==> src/hdl/b32gd_pkg.sv <==
`default_nettype none
package b32gd_pkg;

	localparam int unsigned CHAR_W    = 8;
	localparam int unsigned IDX_W     = 6;
	localparam int unsigned ACC_W     = 16;
	localparam int unsigned PEND_W    = 3;
	localparam int unsigned POS_W     = 4;
	localparam int unsigned CNT_W     = 3;
	localparam int unsigned DATA_W    = 40;
	localparam int unsigned ALPHA_N   = 32;
	localparam int unsigned CFG_N     = 4;
	localparam int unsigned CFG_W     = 64;
	localparam int unsigned ADDR_W    = 5;
	localparam int unsigned OUT_TDATA_W = 48;

	localparam logic [CHAR_W-1:0] PAD_CHAR = 8'h3D;
	localparam logic [IDX_W-1:0]  NO_MATCH = 6'd32;

	typedef logic [CFG_N-1:0][CFG_W-1:0] alphabet_t;

	typedef struct packed {
		logic [DATA_W-1:0] data;
		logic [CNT_W-1:0]  count;
		logic              status;
	} result_t;

	typedef struct packed {
		logic [IDX_W-1:0] idx;
		logic             pad;
		logic             has;
		logic             eot;
	} item_t;

endpackage
`default_nettype wire

==> src/hdl/b32gd_lookup.sv <==
`default_nettype none
module b32gd_lookup (
	input  wire logic [b32gd_pkg::CHAR_W-1:0] char_code,
	input  wire b32gd_pkg::alphabet_t         alphabet,
	output logic      [b32gd_pkg::IDX_W-1:0]  idx
);

	// lowest matching index wins
	always_comb begin
		idx = b32gd_pkg::NO_MATCH;
		for (int i = b32gd_pkg::ALPHA_N - 1; i >= 0; i--) begin
			if (alphabet[i / 8][(i % 8) * 8 +: 8] == char_code) begin
				idx = b32gd_pkg::IDX_W'(i);
			end
		end
	end

endmodule
`default_nettype wire

==> src/hdl/b32gd_core.sv <==
`default_nettype none
module b32gd_core (
	input  wire logic               clk,
	input  wire logic               arst_n,
	input  wire logic               item_valid,
	input  wire b32gd_pkg::item_t   item,
	input  wire logic               step,
	output logic                    res_valid,
	output b32gd_pkg::result_t      res
);

	logic [b32gd_pkg::ACC_W-1:0]  acc_q;
	logic [b32gd_pkg::PEND_W-1:0] pend_q;
	logic [b32gd_pkg::POS_W-1:0]  pos_q;
	logic [b32gd_pkg::CNT_W-1:0]  done_q;
	logic [b32gd_pkg::DATA_W-1:0] store_q;
	logic                         skip_q;

	logic [b32gd_pkg::ACC_W-1:0]  acc_n;
	logic [3:0]                   bits_sum;
	logic [b32gd_pkg::PEND_W-1:0] pend_n;
	logic [b32gd_pkg::POS_W-1:0]  pos_n;
	logic [b32gd_pkg::CNT_W-1:0]  done_n;
	logic [b32gd_pkg::DATA_W-1:0] store_n;
	logic [b32gd_pkg::ACC_W-1:0]  acc_sh;
	logic                         finish;
	logic                         by_pad;
	logic                         skip_n;
	logic [b32gd_pkg::POS_W-1:0]  fin_pos;
	logic [b32gd_pkg::CNT_W-1:0]  fin_done;
	logic [b32gd_pkg::DATA_W-1:0] fin_store;
	logic                         len_ok;
	logic [b32gd_pkg::DATA_W-1:0] aligned;

	always_comb begin
		acc_n    = {acc_q[b32gd_pkg::ACC_W-6:0], 5'b0} | b32gd_pkg::ACC_W'(item.idx);
		bits_sum = {1'b0, pend_q} + 4'd5;
		acc_sh   = acc_n >> bits_sum[2:0];
		pend_n   = bits_sum[2:0];
		done_n   = done_q;
		store_n  = store_q;
		if (bits_sum[3]) begin
			store_n = {store_q[b32gd_pkg::DATA_W-9:0], acc_sh[7:0]};
			done_n  = done_q + 3'd1;
		end
		pos_n = pos_q + 4'd1;
	end

	always_comb begin
		finish    = 1'b0;
		by_pad    = 1'b0;
		skip_n    = skip_q;
		fin_pos   = pos_q;
		fin_done  = done_q;
		fin_store = store_q;
		if (skip_q) begin
			if (!item.has || item.eot) begin
				skip_n = 1'b0;
			end
		end else if (!item.has) begin
			finish = 1'b1;
		end else if (item.pad) begin
			finish = 1'b1;
			by_pad = 1'b1;
			skip_n = !item.eot;
		end else begin
			fin_pos   = pos_n;
			fin_done  = done_n;
			fin_store = store_n;
			if (pos_n[3]) begin
				finish = 1'b1;
				skip_n = !item.eot;
			end else if (item.eot) begin
				finish = 1'b1;
			end
		end
	end

	always_comb begin
		len_ok = (fin_pos == 4'd2) || (fin_pos == 4'd4) || (fin_pos == 4'd5) ||
			(fin_pos == 4'd7) || (fin_pos == 4'd8) || ((fin_pos == 4'd0) && !by_pad);
		case (fin_done)
			3'd0:    aligned = '0;
			3'd1:    aligned = {fin_store[7:0], 32'b0};
			3'd2:    aligned = {fin_store[15:0], 24'b0};
			3'd3:    aligned = {fin_store[23:0], 16'b0};
			3'd4:    aligned = {fin_store[31:0], 8'b0};
			3'd5:    aligned = fin_store;
			default: aligned = '0;
		endcase
		res_valid = item_valid && !skip_q && finish;
		if (len_ok && (fin_done <= 3'd5)) begin
			res.data   = aligned;
			res.count  = fin_done;
			res.status = 1'b0;
		end else begin
			res.data   = '0;
			res.count  = '0;
			res.status = 1'b1;
		end
	end

	always_ff @(posedge clk or negedge arst_n) begin
		if (!arst_n) begin
			acc_q   <= '0;
			pend_q  <= '0;
			pos_q   <= '0;
			done_q  <= '0;
			store_q <= '0;
			skip_q  <= 1'b0;
		end else if (step) begin
			skip_q <= skip_n;
			if (finish) begin
				acc_q   <= '0;
				pend_q  <= '0;
				pos_q   <= '0;
				done_q  <= '0;
				store_q <= '0;
			end else if (!skip_q) begin
				acc_q   <= acc_n;
				pend_q  <= pend_n;
				pos_q   <= pos_n;
				done_q  <= done_n;
				store_q <= store_n;
			end
		end
	end

endmodule
`default_nettype wire

==> src/hdl/base32_group_decoder.sv <==
// an accepted word passes the input register and then the result register to the master side
// throughput: one character word per cycle; only a stalled result holds the input side
// the alphabet lookup sits before the input register, the group update before the result register
// reset: asynchronous, clears group state, skip flag, alphabet registers and both valid flags
`default_nettype none
module base32_group_decoder (
	input  wire logic                                   clk,
	input  wire logic                                   arst_n,
	input  wire logic                                   psel,
	input  wire logic                                   penable,
	input  wire logic                                   pwrite,
	input  wire logic [b32gd_pkg::ADDR_W-1:0]           paddr,
	input  wire logic [b32gd_pkg::CFG_W-1:0]            pwdata,
	output logic      [b32gd_pkg::CFG_W-1:0]            prdata,
	output logic                                        pready,
	input  wire logic                                   s_tvalid,
	output logic                                        s_tready,
	input  wire logic [7:0]                             s_tdata,  // char_code
	input  wire logic                                   s_tuser,  // has_char
	input  wire logic                                   s_tlast,  // end_of_text
	output logic                                        m_tvalid,
	input  wire logic                                   m_tready,
	output logic      [b32gd_pkg::OUT_TDATA_W-1:0]      m_tdata,  // decoded_bytes, byte_count, zero fill
	output logic                                        m_tuser   // status
);

	b32gd_pkg::alphabet_t alpha_q;
	b32gd_pkg::item_t     item_s1;
	logic                 valid_s1;
	logic [b32gd_pkg::IDX_W-1:0] idx;
	b32gd_pkg::result_t   res;
	logic                 res_valid;
	b32gd_pkg::result_t   out_q;
	logic                 out_valid_q;
	logic                 advance;

	assign pready = 1'b1;
	assign prdata = alpha_q[paddr[4:3]];

	always_ff @(posedge clk or negedge arst_n) begin
		if (!arst_n) begin
			alpha_q <= '0;
		end else if (psel && penable && pwrite && pready) begin
			alpha_q[paddr[4:3]] <= pwdata;
		end
	end

	b32gd_lookup u_lookup (
		.char_code (s_tdata),
		.alphabet  (alpha_q),
		.idx       (idx)
	);

	assign advance  = !valid_s1 || !res_valid || !out_valid_q || m_tready;
	assign s_tready = advance;

	always_ff @(posedge clk or negedge arst_n) begin
		if (!arst_n) begin
			valid_s1 <= 1'b0;
		end else if (s_tvalid && s_tready) begin
			valid_s1 <= 1'b1;
		end else if (advance) begin
			valid_s1 <= 1'b0;
		end
	end

	always_ff @(posedge clk) begin
		if (s_tvalid && s_tready) begin
			item_s1.idx <= idx;
			item_s1.pad <= (s_tdata == b32gd_pkg::PAD_CHAR);
			item_s1.has <= s_tuser;
			item_s1.eot <= s_tlast;
		end
	end

	b32gd_core u_core (
		.clk        (clk),
		.arst_n     (arst_n),
		.item_valid (valid_s1),
		.item       (item_s1),
		.step       (valid_s1 && advance),
		.res_valid  (res_valid),
		.res        (res)
	);

	always_ff @(posedge clk or negedge arst_n) begin
		if (!arst_n) begin
			out_valid_q <= 1'b0;
		end else if (res_valid && advance) begin
			out_valid_q <= 1'b1;
		end else if (m_tready) begin
			out_valid_q <= 1'b0;
		end
	end

	always_ff @(posedge clk) begin
		if (res_valid && advance) begin
			out_q <= res;
		end
	end

	assign m_tvalid = out_valid_q;
	assign m_tdata  = {5'b0, out_q.count, out_q.data};
	assign m_tuser  = out_q.status;

endmodule
`default_nettype wire

==> config.mk <==
export PLATFORM = sky130hd
export DESIGN_NAME = base32_group_decoder
export DESIGN_NICKNAME = d
export VERILOG_FILES = /design/src/hdl/b32gd_pkg.sv /design/src/hdl/b32gd_lookup.sv /design/src/hdl/b32gd_core.sv /design/src/hdl/base32_group_decoder.sv
export SDC_FILE = /design/constraint.sdc
export NUM_CORES = 1
export LEC_CHECK = 0
export BUFFER_PORTS_ARGS = -buffer_cell sky130_fd_sc_hd__clkbuf_2
export CORE_MARGIN = 5
export CORE_UTILIZATION = 65
export CTS_CLUSTER_SIZE = 28
export DETAILED_ROUTE_END_ITERATION = 12
export HOLD_SLACK_MARGIN = 0.1
export PLACE_DENSITY_LB_ADDON = 0.08
export SLEW_MARGIN = 20
export SYNTH_ARGS = -nofsm -noshare
export SYNTH_HDL_FRONTEND = slang
export SYNTH_SLANG_ARGS = --single-unit
==> constraint.sdc <==
create_clock -name clk -period 7.1 [get_ports clk]
set_input_delay 0.355 -clock clk [delete_from_list [all_inputs] [get_ports clk]]
set_output_delay 0.355 -clock clk [all_outputs]
set_load 0.05 [all_outputs]
==> impl_metrics.yaml <==
clocking:
  postCtsSetupRepairBufs: 0
  cts-root-buf: "clkbuf_16"
  clock_latency_ps: 540
  ctsHtreeMaxLevel: 2
  cts_buffer_depth: 3
  clkSinkCount: 372
  cts_tree: "done"
  cts_buffers: 42
  path_clk_slew_ps: 60
global_routing:
  grt_pass1_wl_um: 82900
  grt_max_degree: 189
  globalRouteOverflowTotal: 0
  antenna_found_initial: 1
  grt_use_total_pct: 29.4
  grt_pass1_vias: 14600
timing:
  worstMarginPinSlew_ps: 1160
  period_minus_slack_ps: 3620
  whs_ps: 112
  fin_tns_setup_ps: 0
  postLayoutSetupSlackWorst_ps: 3480
  hold_violations: 0
  fmax_ghz: 0.276
  rsz0062_at_grt: "no"
  relSlewSlack_pct: 22.4
  slew_viol_final: 0
  setup_viol: 0
  fin_worst_skew_ps: 14.7
  fin_crit_sh_pct: 51.0
synthesis:
  yosysSeqAreaShare_pct: 46.5
  synth.top_cell.area_share_pct: 38.8
  async_flop_share_pct: 85.8
  synth_cell_types: 73
  syn-cell-area_sq_um: 20600
  ys_seq_elements: 372
  yosys-top-cells-area: "dfrtp_1 (39%), mux2_2 (14%), mux4_2 (7.8%)"
  synth_top_area_cell: "dfrtp_1"
  synth_area_per_cell_sq_um: 12.4
  synth-edff-count: 53
  yosysWarnings: 0
  ys.flop_type: "dfrtp_1"
  synth_cells: 1662
detailed_routing:
  vias: 14200
  wire_per_inst_um: 22.9
  first_iter_violations: 1185
  drc_errors: 0
  finalWirelength_um: 52100
  via_per_inst: 6.27
  antenna_left: 0
  drt_pre_antenna_iters: 7
pwr:
  powerDensity_nw_per_um2: 317
  p_leak_uw: 0.00981
  peakVddDrop_uv: 270
worst_setup_path:
  crit_buf_inv: 0
  cp_cell_sequence: "a21o_1, and2_4, nand2_4, xnor2_4, and2b_1, nand3b_4, o22ai_1"
  crit_family: "simple AND/OR/NAND/NOR gates"
  start_kind: "register"
  path_class: "register to register"
  crit_path_end_kind: "register"
  cpMaxStageDelayCell: "and2b_1"
  crit_fanout: 49
  critical_path_required_ps: 7430
  cp.arrival_ps: 3950
  max_stage_delay_ps: 670
placement:
  place.gp.congestion: 0.946
  io_buffers: 192
  post-dp-hpwl_um: 33400
  dp.cells: 2160
  post-place-ws_ps: 3640
run_status:
  status: "finished, final reports clean"
run:
  maxCapViolations: 0
cells_and_area:
  layout_commonest_cell: "dfrtp_1"
  fin_cells: 2273
  mostFrequentLayoutCells: "dfrtp_1 (318), mux2_2 (260), clkbuf_2 (189)"
  nets: 1928
  drive_gt1_share_pct: 34.2
  synthToLayoutAreaGrowth_pct: 13.5
die:
  die-area_sq_um: 35300
  start_util_pct: 65.5
  die_h_um: 188
  io_pins: 202
  rows: 65
  core_sq_um: 31400
  chipWidth_um: 188
worst_hold_path:
  min_path_type: "input pin to register"
[timing repair]
| item | CTS | global route |
|---|---|---|
| hold buffers | 35 | 0 |
| resized for setup | 0 | 0 |
| endpoints found under the hold margin | 157 | 0 |
[synth_stat cells (7+ instances only)]
cell type / count
a21oi_1: 30
a222oi_1: 13
a22o_1: 32
a31oi_1: 12
and2_1: 11
and3_1: 7
buf_2: 29
buf_4: 16
buf_6: 26
clkbuf_1: 42
dfrtp_1: 319
edfxtp_1: 53
inv_1: 13
mux2_2: 260
mux2i_1: 17
mux4_2: 71
nand2_1: 113
nand2b_1: 12
nand3_1: 33
nand4_1: 35
nor2_1: 64
nor2b_1: 11
nor3_1: 9
nor4_1: 33
o211ai_1: 21
o21ai_0: 34
o22ai_1: 10
xnor2_1: 138
xor2_1: 124
[cell families after synthesis]
group | share of synthesized area, %
AO/OA/AOI/OAI | 6.51
XOR/XNOR | 11.4
other | 0.0365
flip-flops | 46.5
buffers and inverters | 3.88
AND/OR/NAND/NOR | 8.66
multiplexers | 22.8
adder cells (fa/ha/maj) | 0.182
[routing by layer]
| layer | track usage [%] | vias up | wire length (um) |
|---|---|---|---|
| met4 | 9.54 | 0 | 1610 |
| met2 | 50.1 | 524 | 26100 |
| met5 | 0 | - | 0 |
| met3 | 4.67 | 94 | 3070 |
| li1 | - | 6429 | - |
| met1 | 39.0 | 7194 | 21300 |
[state kept, by name, indices dropped and copies added (netlist names)]
| register | cells |
|---|---|
| alpha_q | 256 |
| u_core.store_q | 40 |
| valid_s1 | 1 |
| u_core.pend_q | 3 |
| m_tdata | 43 |
| u_core.done_q | 3 |
| u_core.acc_q | 10 |
| u_core.pos_q | 4 |
| item_s1 | 9 |
| u_core.skip_q | 1 |
| m_tuser | 1 |
| m_tvalid | 1 |
[power by group]
part / internal [uW] / switching, uW / total [uW]
clock network: 1360 / 872 / 2240
logic: 906 / 1270 / 2170
registers: 2570 / 420 / 2990
total: 4840 / 2560 / 7400
[stage by stage]
stage,instance area [sq um],util [%],power (uW)
floorplan,20600,-,4620
global placement,21500,68.5,5100
detailed placement,21500,68.5,5160
CTS,23300,74.2,7420
global route,23400,74.4,7740
finish,23400,74.4,7400
[final cells by class]
cell class | count | area (sq um)
antenna | 1 | 2.50
clock buffer | 55 | 1190
clock inverter | 20 | 243
fill | 2155 | 8040
inverter | 13 | 48.8
multi-input combinational | 1162 | 10300
sequential | 372 | 9580
tap | 402 | 503
timing repair buffer | 248 | 1530
[worst paths after layout]
| path | from | to | slack, ps | depth (start not counted) |
|---|---|---|---|---|
| max | u_core.pend_q[0]$_DFFE_PN0P_ | m_tdata[22]$_SDFFCE_PN0P_ | 3480 | 7 |
| min | pwdata[62] | alpha_q[254]$_DFFE_PN0P_ | 110 | 2 |
| max reg2reg | u_core.pend_q[0]$_DFFE_PN0P_ | m_tdata[22]$_SDFFCE_PN0P_ | 3480 | 7 |
| min reg2reg | valid_s1$_DFFE_PN0P_ | u_core.skip_q$_DFFE_PN0P_ | 460 | 1 |
| max in group asynchronous | arst_n | alpha_q[89]$_DFFE_PN0P_ | 5330 | 4 |
| min in group asynchronous | arst_n | u_core.store_q[25]$_DFFE_PN0P_ | 340 | 2 |
[worst reg2reg max path, stage by stage, from the launching register on]
cell      delay (ps)
dfrtp_1          640
a21o_1           460
and2_4           560
nand2_4          120
xnor2_4          250
and2b_1          680
nand3b_4         390
o22ai_1          320
No activity file was read; power rests on OpenSTA's default activity.
